$ cat config.mk
export PLATFORM = sky130hd
export DESIGN_NAME = pulse_edge_envelope_sequencer_top
export DESIGN_NICKNAME = d
export VERILOG_FILES = /design/src/rtl/pees_pkg.sv /design/src/rtl/pees_dur_scale.sv /design/src/rtl/pees_core.sv /design/src/rtl/pulse_edge_envelope_sequencer_top.sv
export SDC_FILE = /design/constraint.sdc
export NUM_CORES = 1
export LEC_CHECK = 0
export ABC_AREA = 1
export BUFFER_PORTS_ARGS = -buffer_cell sky130_fd_sc_hd__buf_2
export CAP_MARGIN = 0
export CORE_MARGIN = 8
export CORE_UTILIZATION = 40
export DETAILED_ROUTE_END_ITERATION = 12
export HOLD_SLACK_MARGIN = 0.15
export REMOVE_ABC_BUFFERS = 1
export SETUP_SLACK_MARGIN = 0.02
export SLEW_MARGIN = 10
export SYNTH_ARGS = -nofsm -noshare
export SYNTH_HDL_FRONTEND = slang
export SYNTH_SLANG_ARGS = --single-unit
$ cat constraint.sdc
create_clock -name clk -period 6.4 [get_ports clk]
set_input_delay 0.64 -clock clk [delete_from_list [all_inputs] [get_ports clk]]
set_output_delay 0.64 -clock clk [all_outputs]
set_load 0.01 [all_outputs]
$ cat src/rtl/pees_pkg.sv
// ----------------------------------------------------------------------------
// pees_pkg
// Shared types and constants of the pulse edge envelope sequencer.
// ----------------------------------------------------------------------------
package pees_pkg;

  localparam int unsigned CFG_IDX_W = 3;
  localparam int unsigned CFG_DAT_W = 8;
  localparam int unsigned DUR_W     = 10;
  localparam int unsigned PROD_W    = 16;

  localparam logic [CFG_IDX_W-1:0] REG_AMP_STEP0   = 3'd0;
  localparam logic [CFG_IDX_W-1:0] REG_AMP_STEP1   = 3'd1;
  localparam logic [CFG_IDX_W-1:0] REG_DUR_STEP0   = 3'd2;
  localparam logic [CFG_IDX_W-1:0] REG_DUR_STEP1   = 3'd3;
  localparam logic [CFG_IDX_W-1:0] REG_REPEAT_CNT  = 3'd4;
  localparam logic [CFG_IDX_W-1:0] REG_RAMP_PAIRS  = 3'd5;
  localparam logic [CFG_IDX_W-1:0] REG_PLAT_PAIRS  = 3'd6;
  localparam logic [CFG_IDX_W-1:0] REG_TREMOLO_LEN = 3'd7;

  localparam logic CMD_START = 1'b0;
  localparam logic CMD_STEP  = 1'b1;

  localparam logic [7:0] AMP_MIN = 8'd16;
  localparam logic [7:0] AMP_MAX = 8'd239;
  localparam logic [7:0] DUR_MIN = 8'd6;
  localparam logic [7:0] DUR_MAX = 8'd239;

  // floor(x / 100) == (x * 83887) >> 23 for every x below 91180.
  localparam logic [16:0] SCALE_RECIP = 17'd83887;
  localparam int unsigned SCALE_SHIFT = 23;

  typedef enum logic [3:0] {
    PH_IDLE = 4'b0001,
    PH_RISE = 4'b0010,
    PH_PLAT = 4'b0100,
    PH_FALL = 4'b1000
  } phase_t;

  typedef struct packed {
    logic [7:0] amp_step0;
    logic [7:0] amp_step1;
    logic [7:0] dur_step0;
    logic [7:0] dur_step1;
    logic [7:0] repeat_count;
    logic [7:0] ramp_pairs;
    logic [7:0] plateau_pairs;
    logic [5:0] tremolo_len;
  } cfg_t;

  typedef struct packed {
    logic              command;
    logic [7:0]        amp_a;
    logic [7:0]        amp_b;
    logic [PROD_W-1:0] prod_a;
    logic [PROD_W-1:0] prod_b;
  } item_t;

  typedef struct packed {
    logic [7:0] amplitude;
    logic [7:0] duration;
    logic       channel;
    logic       last;
  } edge_t;

endpackage

$ cat src/rtl/pees_dur_scale.sv
// ----------------------------------------------------------------------------
// pees_dur_scale
// Divides a scaled start duration product by 100 through a reciprocal
// multiplication.
// ----------------------------------------------------------------------------
module pees_dur_scale import pees_pkg::*; (
  input  logic [PROD_W-1:0] prod,
  output logic [DUR_W-1:0]  quot
);

  logic [PROD_W+16:0] full;

  assign full = {17'b0, prod} * {16'b0, SCALE_RECIP};
  assign quot = full[SCALE_SHIFT +: DUR_W];

endmodule

$ cat src/rtl/pees_core.sv
// ----------------------------------------------------------------------------
// pees_core
// Sequencer state and the single-pass edge computation for one beat.
// ----------------------------------------------------------------------------
module pees_core import pees_pkg::*; (
  input  logic  clk,
  input  logic  rst_n,
  input  cfg_t  cfg,
  input  item_t item,
  input  logic  item_valid,
  input  logic  out_free,
  output logic  go,
  output logic  res_fire,
  output edge_t res
);

  localparam logic [1:0] SEEK_RISE = 2'd0;
  localparam logic [1:0] SEEK_PLAT = 2'd1;
  localparam logic [1:0] SEEK_FALL = 2'd2;
  localparam logic [1:0] SEEK_WRAP = 2'd3;

  typedef struct packed {
    phase_t     phase;
    logic [7:0] reps;
    logic [7:0] pairs;
  } seek_t;

  function automatic seek_t seek(input logic [1:0] from, input logic [7:0] reps,
                                 input logic [7:0] ramp, input logic [7:0] plat);
    seek_t s;
    logic  rn;
    logic  pn;
    rn      = (ramp != 8'd0);
    pn      = (plat != 8'd0);
    s.phase = PH_IDLE;
    s.reps  = reps;
    s.pairs = ramp;
    if (reps == 8'd0) begin
      s.phase = PH_IDLE;
    end else if ((from == SEEK_RISE) && rn) begin
      s.phase = PH_RISE;
    end else if ((from == SEEK_RISE || from == SEEK_PLAT) && pn) begin
      s.phase = PH_PLAT;
      s.pairs = plat;
    end else if ((from != SEEK_WRAP) && rn) begin
      s.phase = PH_FALL;
    end else if (!rn && !pn) begin
      s.phase = PH_IDLE;
      s.reps  = 8'd0;
    end else begin
      s.reps = reps - 8'd1;
      if (reps == 8'd1) begin
        s.phase = PH_IDLE;
      end else if (rn) begin
        s.phase = PH_RISE;
      end else begin
        s.phase = PH_PLAT;
        s.pairs = plat;
      end
    end
    return s;
  endfunction

  logic [7:0]       amp_r [2];
  logic [DUR_W-1:0] dur_r [2];
  logic [7:0]       amp_nxt [2];
  logic [DUR_W-1:0] dur_nxt [2];
  logic [7:0]       reps_r, reps_nxt;
  logic [7:0]       pairs_r, pairs_nxt;
  logic [7:0]       trem_r, trem_nxt;
  logic             chan_r, chan_nxt;
  phase_t           phase_r, phase_nxt;

  logic [DUR_W-1:0] scaled_a, scaled_b;
  logic             produces;
  logic             ch;
  logic [7:0]       amp_cur, astep, dstep;
  logic [DUR_W-1:0] dur_cur, dur_new;
  logic [6:0]       half;
  logic [7:0]       full_per;
  logic [8:0]       cnt_inc;
  logic             lt;
  logic             amp_add;
  logic signed [9:0]  amp_sum;
  logic signed [11:0] dur_sum;
  logic [7:0]       amp_clamp, dur_clamp;
  logic [7:0]       pairs_dec;
  logic [1:0]       from_edge;
  seek_t            seek_start, seek_edge;

  pees_dur_scale u_scale_a (.prod(item.prod_a), .quot(scaled_a));
  pees_dur_scale u_scale_b (.prod(item.prod_b), .quot(scaled_b));

  assign produces = (item.command == CMD_STEP) && (phase_r != PH_IDLE);
  assign go       = item_valid && (!produces || out_free);
  assign res_fire = go && produces;

  always_comb begin
    ch       = chan_r;
    amp_cur  = amp_r[ch];
    dur_cur  = dur_r[ch];
    astep    = ch ? cfg.amp_step1 : cfg.amp_step0;
    dstep    = ch ? cfg.dur_step1 : cfg.dur_step0;
    half     = {cfg.tremolo_len, 1'b0};
    full_per = {cfg.tremolo_len, 2'b00};
    lt       = (trem_r < {1'b0, half});
    cnt_inc  = {1'b0, trem_r} + 9'd1;
    amp_add  = ((phase_r == PH_RISE) && !ch) || ((phase_r == PH_FALL) && ch) ||
               ((phase_r == PH_PLAT) && !lt);
    amp_sum  = amp_add ? $signed({2'b00, amp_cur}) + $signed({2'b00, astep})
                       : $signed({2'b00, amp_cur}) - $signed({2'b00, astep});
    if (amp_sum > $signed({2'b00, AMP_MAX})) begin
      amp_clamp = AMP_MAX;
    end else if (amp_sum < $signed({2'b00, AMP_MIN})) begin
      amp_clamp = AMP_MIN;
    end else begin
      amp_clamp = amp_sum[7:0];
    end
    dur_sum = lt ? $signed({2'b00, dur_cur}) + $signed({4'b0000, dstep})
                 : $signed({2'b00, dur_cur}) - $signed({4'b0000, dstep});
    if (dur_sum > $signed({4'b0000, DUR_MAX})) begin
      dur_clamp = DUR_MAX;
    end else if (dur_sum < $signed({4'b0000, DUR_MIN})) begin
      dur_clamp = DUR_MIN;
    end else begin
      dur_clamp = dur_sum[7:0];
    end
    dur_new   = (phase_r == PH_PLAT) ? {2'b00, dur_clamp} : dur_cur;
    pairs_dec = pairs_r - 8'd1;
    case (phase_r)
      PH_RISE: from_edge = SEEK_PLAT;
      PH_PLAT: from_edge = SEEK_FALL;
      default: from_edge = SEEK_WRAP;
    endcase
    seek_edge  = seek(from_edge, reps_r, cfg.ramp_pairs, cfg.plateau_pairs);
    seek_start = seek(SEEK_RISE, cfg.repeat_count, cfg.ramp_pairs, cfg.plateau_pairs);
  end

  always_comb begin
    amp_nxt   = amp_r;
    dur_nxt   = dur_r;
    reps_nxt  = reps_r;
    pairs_nxt = pairs_r;
    trem_nxt  = trem_r;
    chan_nxt  = chan_r;
    phase_nxt = phase_r;
    if (go && item.command == CMD_START) begin
      amp_nxt[0] = item.amp_a;
      amp_nxt[1] = item.amp_b;
      dur_nxt[0] = scaled_a;
      dur_nxt[1] = scaled_b;
      trem_nxt   = 8'd0;
      chan_nxt   = 1'b0;
      reps_nxt   = seek_start.reps;
      pairs_nxt  = seek_start.pairs;
      phase_nxt  = seek_start.phase;
    end else if (res_fire) begin
      amp_nxt[ch] = amp_clamp;
      dur_nxt[ch] = dur_new;
      if (phase_r == PH_PLAT) begin
        trem_nxt = (cnt_inc >= {1'b0, full_per}) ? 8'd0 : cnt_inc[7:0];
      end
      chan_nxt = ~ch;
      if (ch) begin
        pairs_nxt = pairs_dec;
        if (pairs_dec == 8'd0) begin
          reps_nxt  = seek_edge.reps;
          pairs_nxt = seek_edge.pairs;
          phase_nxt = seek_edge.phase;
          if (seek_edge.phase == PH_PLAT) begin
            trem_nxt = 8'd0;
          end
        end
      end
    end
  end

  always_comb begin
    res.amplitude = amp_clamp;
    res.duration  = dur_new[7:0];
    res.channel   = ch;
    res.last      = ch && (pairs_dec == 8'd0) && (seek_edge.phase == PH_IDLE);
  end

  always_ff @(posedge clk) begin
    if (!rst_n) begin
      amp_r[0] <= '0;
      amp_r[1] <= '0;
      dur_r[0] <= '0;
      dur_r[1] <= '0;
      reps_r   <= '0;
      pairs_r  <= '0;
      trem_r   <= '0;
      chan_r   <= 1'b0;
      phase_r  <= PH_IDLE;
    end else begin
      amp_r   <= amp_nxt;
      dur_r   <= dur_nxt;
      reps_r  <= reps_nxt;
      pairs_r <= pairs_nxt;
      trem_r  <= trem_nxt;
      chan_r  <= chan_nxt;
      phase_r <= phase_nxt;
    end
  end

endmodule

$ cat src/rtl/pulse_edge_envelope_sequencer_top.sv
// ----------------------------------------------------------------------------
// pulse_edge_envelope_sequencer_top
// Two-channel pulse edge envelope sequencer with an input register, the
// sequencer core and an output register.
// ----------------------------------------------------------------------------
// Path: the input register holds a beat until the core takes it.
// Throughput: one beat per cycle unless the output stream stalls.
// Reset: synchronous, active low; the sequencer goes idle and the
// configuration registers return to their defaults.
// ----------------------------------------------------------------------------
module pulse_edge_envelope_sequencer_top import pees_pkg::*; (
  input  logic                 clk,
  input  logic                 rst_n,
  input  logic                 in_tvalid,
  output logic                 in_tready,
  // scale_percent, start_amp_a, start_amp_b, start_dur_a, start_dur_b
  input  logic [39:0]          in_tdata,
  // command
  input  logic [0:0]           in_tuser,
  output logic                 out_tvalid,
  input  logic                 out_tready,
  // amplitude, duration
  output logic [15:0]          out_tdata,
  // channel
  output logic [0:0]           out_tuser,
  output logic                 out_tlast,
  input  logic                 cfg_we,
  input  logic [CFG_IDX_W-1:0] cfg_index,
  input  logic [CFG_DAT_W-1:0] cfg_wdata
);

  cfg_t  cfg_r;
  item_t item_r;
  logic  item_valid_r;
  edge_t out_r;
  logic  out_valid_r;
  logic  go;
  logic  res_fire;
  logic  out_free;
  edge_t res;

  always_ff @(posedge clk) begin
    if (!rst_n) begin
      cfg_r.amp_step0     <= 8'd0;
      cfg_r.amp_step1     <= 8'd0;
      cfg_r.dur_step0     <= 8'd0;
      cfg_r.dur_step1     <= 8'd0;
      cfg_r.repeat_count  <= 8'd1;
      cfg_r.ramp_pairs    <= 8'd1;
      cfg_r.plateau_pairs <= 8'd1;
      cfg_r.tremolo_len   <= 6'd1;
    end else if (cfg_we) begin
      case (cfg_index)
        REG_AMP_STEP0:   cfg_r.amp_step0     <= cfg_wdata;
        REG_AMP_STEP1:   cfg_r.amp_step1     <= cfg_wdata;
        REG_DUR_STEP0:   cfg_r.dur_step0     <= cfg_wdata;
        REG_DUR_STEP1:   cfg_r.dur_step1     <= cfg_wdata;
        REG_REPEAT_CNT:  cfg_r.repeat_count  <= cfg_wdata;
        REG_RAMP_PAIRS:  cfg_r.ramp_pairs    <= cfg_wdata;
        REG_PLAT_PAIRS:  cfg_r.plateau_pairs <= cfg_wdata;
        REG_TREMOLO_LEN: cfg_r.tremolo_len   <= cfg_wdata[5:0];
        default: ;
      endcase
    end
  end

  assign out_free  = !out_valid_r || out_tready;
  assign in_tready = !item_valid_r || go;

  always_ff @(posedge clk) begin
    if (!rst_n) begin
      item_valid_r <= 1'b0;
    end else if (in_tvalid && in_tready) begin
      item_valid_r <= 1'b1;
    end else if (go) begin
      item_valid_r <= 1'b0;
    end
  end

  always_ff @(posedge clk) begin
    if (in_tvalid && in_tready) begin
      item_r.command <= in_tuser[0];
      item_r.amp_a   <= in_tdata[15:8];
      item_r.amp_b   <= in_tdata[23:16];
      item_r.prod_a  <= {8'b0, in_tdata[7:0]} * {8'b0, in_tdata[31:24]};
      item_r.prod_b  <= {8'b0, in_tdata[7:0]} * {8'b0, in_tdata[39:32]};
    end
  end

  pees_core u_core (
    .clk       (clk),
    .rst_n     (rst_n),
    .cfg       (cfg_r),
    .item      (item_r),
    .item_valid(item_valid_r),
    .out_free  (out_free),
    .go        (go),
    .res_fire  (res_fire),
    .res       (res)
  );

  always_ff @(posedge clk) begin
    if (!rst_n) begin
      out_valid_r <= 1'b0;
    end else if (res_fire) begin
      out_valid_r <= 1'b1;
    end else if (out_tready) begin
      out_valid_r <= 1'b0;
    end
  end

  always_ff @(posedge clk) begin
    if (res_fire) begin
      out_r <= res;
    end
  end

  assign out_tvalid   = out_valid_r;
  assign out_tdata    = {out_r.duration, out_r.amplitude};
  assign out_tuser[0] = out_r.channel;
  assign out_tlast    = out_r.last;

endmodule

== Yosys cells after proc, flatten, opt, wreduce, memory -nomap -nowiden ==
Cells that the tools add are included.
Storage, ports and cells
  bits in registers: 196
  latch bits: 0
  RAM bits: 0
  bits in read-only memories: 0
  input port bits: 57
  memories kept: 0
Cells by class
  $add $sub $neg: 8
  multipliers: 4
  divide/modulo/power cells: 0
  $lt $le $gt $ge: 8
  eq/ne operators: 21
  shift-type cells: 0
  muxes and demuxes: 73
  bitwise logic cells: 4
  reductions and logical operators: 52
Operator list (count)
  $mux W8: 32
  $mux W16: 7
  $mul A16 B17 Y33 const B: 2
  $mux W10: 6
  $mux W4: 11
  $mux W20: 2
  $mux W12: 3
  $mul A8 B8 Y16: 2
  $logic_not A8 Y1: 3
  $sub A8 B1 Y8 const B: 3
  $bwmux W20: 1
  $reduce_and A2 Y1: 9
  $bwmux W16: 1
  $eq A8 B1 Y1 const B: 2
  $reduce_bool A8 Y1: 2
  $logic_and A1 B1 Y1: 15
  $eq A3 B3 Y1 const B: 4
  $gt A12 B9 Y1 const B: 1
  $lt A12 B4 Y1 const B: 1
  $add A10 B8 Y11: 1
  $sub A10 B8 Y11: 1
  $demux W10 S1: 1
  $gt A10 B9 Y1 const B: 1
  $lt A10 B6 Y1 const B: 1
  30 further kinds: 58

== Longest topological paths before layout ==
  depth after elaboration: 13
  depth in mapped cells: 27
  mapped depth without buffers: 27

== Cells and area by module ==
From an unflattened synthesis, not the netlist that was laid out.
Unflattened totals
  cell total of the unflattened synthesis: 3773
  area, all modules: 27410.0 µm²
Modules (own cells, without submodules)
  pulse_edge_envelope_sequencer_top: instances 1, cells each 1125, area each 9073.7 µm²
  pees_core: instances 1, cells each 1196, area each 7094.3 µm²
  pees_dur_scale (u_core.u_scale_b): instances 1, cells each 742, area each 5693.0 µm²
  pees_dur_scale (u_core.u_scale_a): instances 1, cells each 710, area each 5549.1 µm²

== Least setup slack after synthesis ==
OpenSTA, ideal clock, no wires.
  path type: reg2reg
  start: reg item_r[30] (netlist bit)
  end: reg u_core.dur_r[13] (netlist bit)
  library setup time: 0.119 ns
  arrival time: 5.223 ns
  data required time: 6.281 ns
  setup slack: 1.057 ns
  stages on the path, launching flop included: 20
  buffers on the path: 0
  cells stage by stage: edfxtp_1 > fa_1 > inv_1 > fa_1 > inv_1 > fa_1 > fa_1 > fa_1 > inv_1 > fa_1 > inv_1 > ha_1 > a21oi_1 > o21ai_0 > o21bai_1 > a21oi_1 > nand2_1 > or2_2 > a31oi_1 > a21oi_1
Between the ends
  cells in the longest elaborated chain, start to end: 2
RTL lines
  start, declared: RTL line pulse_edge_envelope_sequencer_top.sv:33  | item_t item_r;
  $mul A16 B17 Y33: RTL line pees_dur_scale.sv:13  | assign full = {17'b0, prod} * {16'b0, SCALE_RECIP};
  $mux W20: RTL line pees_core.sv:147  | if (go && item.command == CMD_START) begin
  end signal, assigned: RTL line pees_core.sv:198  | dur_r <= dur_nxt;
  end, declared: RTL line pees_core.sv:65  | logic [DUR_W-1:0] dur_r [2];
Every way passes these cells.
A chain may end at the register's enable or synchronous reset.

== Final worst setup path ==
  start: reg item_r[30] (netlist bit)
  end: reg u_core.dur_r[15] (netlist bit)
Same word-level chain as after synthesis.

==> metrics <==
Synth area leaders=fa_1, ha_1, inv_1; die area=approximately 73000 um^2; Die Y=270 um; Async S/R FF share, synth=0%; Final Hold Vio Count=0; syn_area_per_cell=around 7.8 um^2; Final WS setup=714 ps; Num CTS Buffers=17; number of I/O port buffers=between 70 and 80; Max clock buf depth=2; min cycle time layout=5690 ps; Synth Cell Area=around 26000 um^2; skew final=between 15 and 20 ps; CTS H-tree lvls=4; fmax=176 MHz; worst skew pair latency=between 400 and 500 ps; Worst EP required=~6800 ps; 1st-iter DRT viols=1130; relative slew slack=between 30% and 40%; placer congestion estimate=between 0.9 and 1; cell count after synthesis=about 3300; critical path peak fanout=7; Layout Nets=slightly above 4000; clock sinks=approximately 200; CTS Hold Bufs=0; area of the multi-input gates=roughly 18000 um^2; crit path launch type=register; diode count=0; CP Data Arrival Time=about 6100 ps; DRT antenna net count=0; final setup vio count=0; setup tns final=0 ps; most common cell in the netlist=inv_1; Core Area=~64000 um^2; hpwl dp=53500 um; number of synthesized register bits=roughly 200; Worst Setup End Kind=register; share of layout cells above drive strength 1=around 5.6%; Avg WL per Cell=between 15 and 20 um; Layout area overhead=6.99%; Max-cap violations=0; cell row count=93; Filler Cell Count=between 6000 and 7000; actual slew at the worst max-slew pin=approximately 900 ps; CTS Root Cell=clkbuf_16; status=finished clean; routed vias=about 21000; number of distinct library cells after synthesis=63; sequential area share after synthesis=approximately 18%; initial core utilization=between 40% and 50%; Hold Crit Class=in2reg; kind of critical path=reg2reg; first-pass GRT wire length=roughly 110000 um; largest net degree at the start of global routing=92; TritonCTS clock tree=done; GRT Residual Overflow=0; via/cell ratio=4.94; initial antenna violation count=1; Synth top area share=20.9%; post_cts resized=0; clock-pin slew on the worst setup and hold paths=about 80 ps; Layout Cells excl Fill=4202; number of flops mapped to enable cells by yosys=67; dpl ws=about 720 ps; routed wire length=65400 um; Yosys top cell by area=fa_1; # IOs=77; Main synth FF type=dfxtp_1; RSZ-0062 raised after global routing=no; fin crit share=88.8%; total placed cells including tap cells=around 4200; Storage cell area=~4600 um^2; drt pass-1 iters=5; vias in the first global route=roughly 21000; setup bufs post-CTS=0; Die Wd=270 um; DRC=0; warnings from Yosys=0; most instantiated cells after synthesis=inv_1, nand2_1, ha_1; max-slew violations=0; GRT Util Overall=18.1%; Layout Utilization=43.1%
-- layer usage --
metal / vias to the layer above / track usage [%] / share of wire, %
li1: 10500 / - / -
met1: 9855 / 24.7 / 48
met2: 331 / 30.2 / 46
met3: 96 / 1.90 / 3.0
met4: 0 / 5.41 / 2.7
met5: - / 0 / 0
-- sequential cells by signal, indices dropped and copies added (netlist names) --
register / count
cfg_r: 62
item_r: 49
item_valid_r: 1
out_tdata: 16
out_tlast: 1
out_tuser: 1
out_tvalid: 1
u_core.amp_r: 16
u_core.ch: 1
u_core.dur_r: 20
u_core.pairs_r: 8
u_core.phase_r: 4
u_core.reps_r: 8
u_core.trem_r: 8
-- critical path, stage by stage (launching register included) --
cell      delay [ps]
edfxtp_1         530
fa_1             620
inv_1            110
fa_1             520
inv_1             60
fa_1             510
fa_1             520
fa_1             540
inv_1             50
fa_1             520
inv_1             40
ha_1             330
a21oi_1          200
o21ai_0          120
a21oi_1          120
o21ai_0          110
nand2_1           80
nand2_1          100
a21oi_1          170
xnor2_1          150
a21oi_1           90
a21oi_1          160
-- metrics by stage --
stage	hold slack [ps]	cell area [um^2]
2_1_floorplan	443	25500
3_3_place_gp	465	27000
3_5_place_dp	476	27000
4_1_cts	316	27700
5_1_grt	324	27700
6_report	343	27700
-- cells by family (layout without fill, tap and decap cells) --
family	after synthesis	in the layout	share of synthesized area, %
AOI/OAI and AO/OA	492	492	10.7
xor gates and xnor gates	60	60	2.03
adders and majority gates	661	661	39.8
buffers and inverters	843	879	12.4
DFF	196	196	17.8
and+or+nand+nor	1059	1059	17.2
-- layout by cell type, fill, tap and decap left out, types with 67 or more instances in the layout --
master | Yosys | final
o21ai_0 | 177 | 177
buf_2 | 9 | 76
ha_1 | 391 | 391
nor2_1 | 238 | 237
fa_1 | 270 | 270
dfxtp_1 | 129 | 128
nand3_1 | 109 | 109
nand2_1 | 590 | 590
inv_1 | 748 | 747
edfxtp_1 | 67 | 67
a21oi_1 | 193 | 193
-- path summary, 6_finish.rpt --
path                     start                 to  slack [ps]  cells past startpoint
max                 item_r[30]   u_core.dur_r[15]         710                     21
min reg2reg  u_core.pairs_r[7]  u_core.pairs_r[7]         490                      2
max reg2reg         item_r[30]   u_core.dur_r[15]         710                     21
min               in_tdata[21]         item_r[37]         340                      1
-- cell type report --
class	count	area share, %
clock inverters	15	0.723
inverters	762	10.3
flip-flops and latches	196	16.6
multi-input cells	2272	65.3
well taps	855	3.87
repair buffers	85	1.62
clock buffers	17	1.54
Power is not shown: default switching activity piles up to over one toggle a cycle in this logic, so the estimate is an artifact.
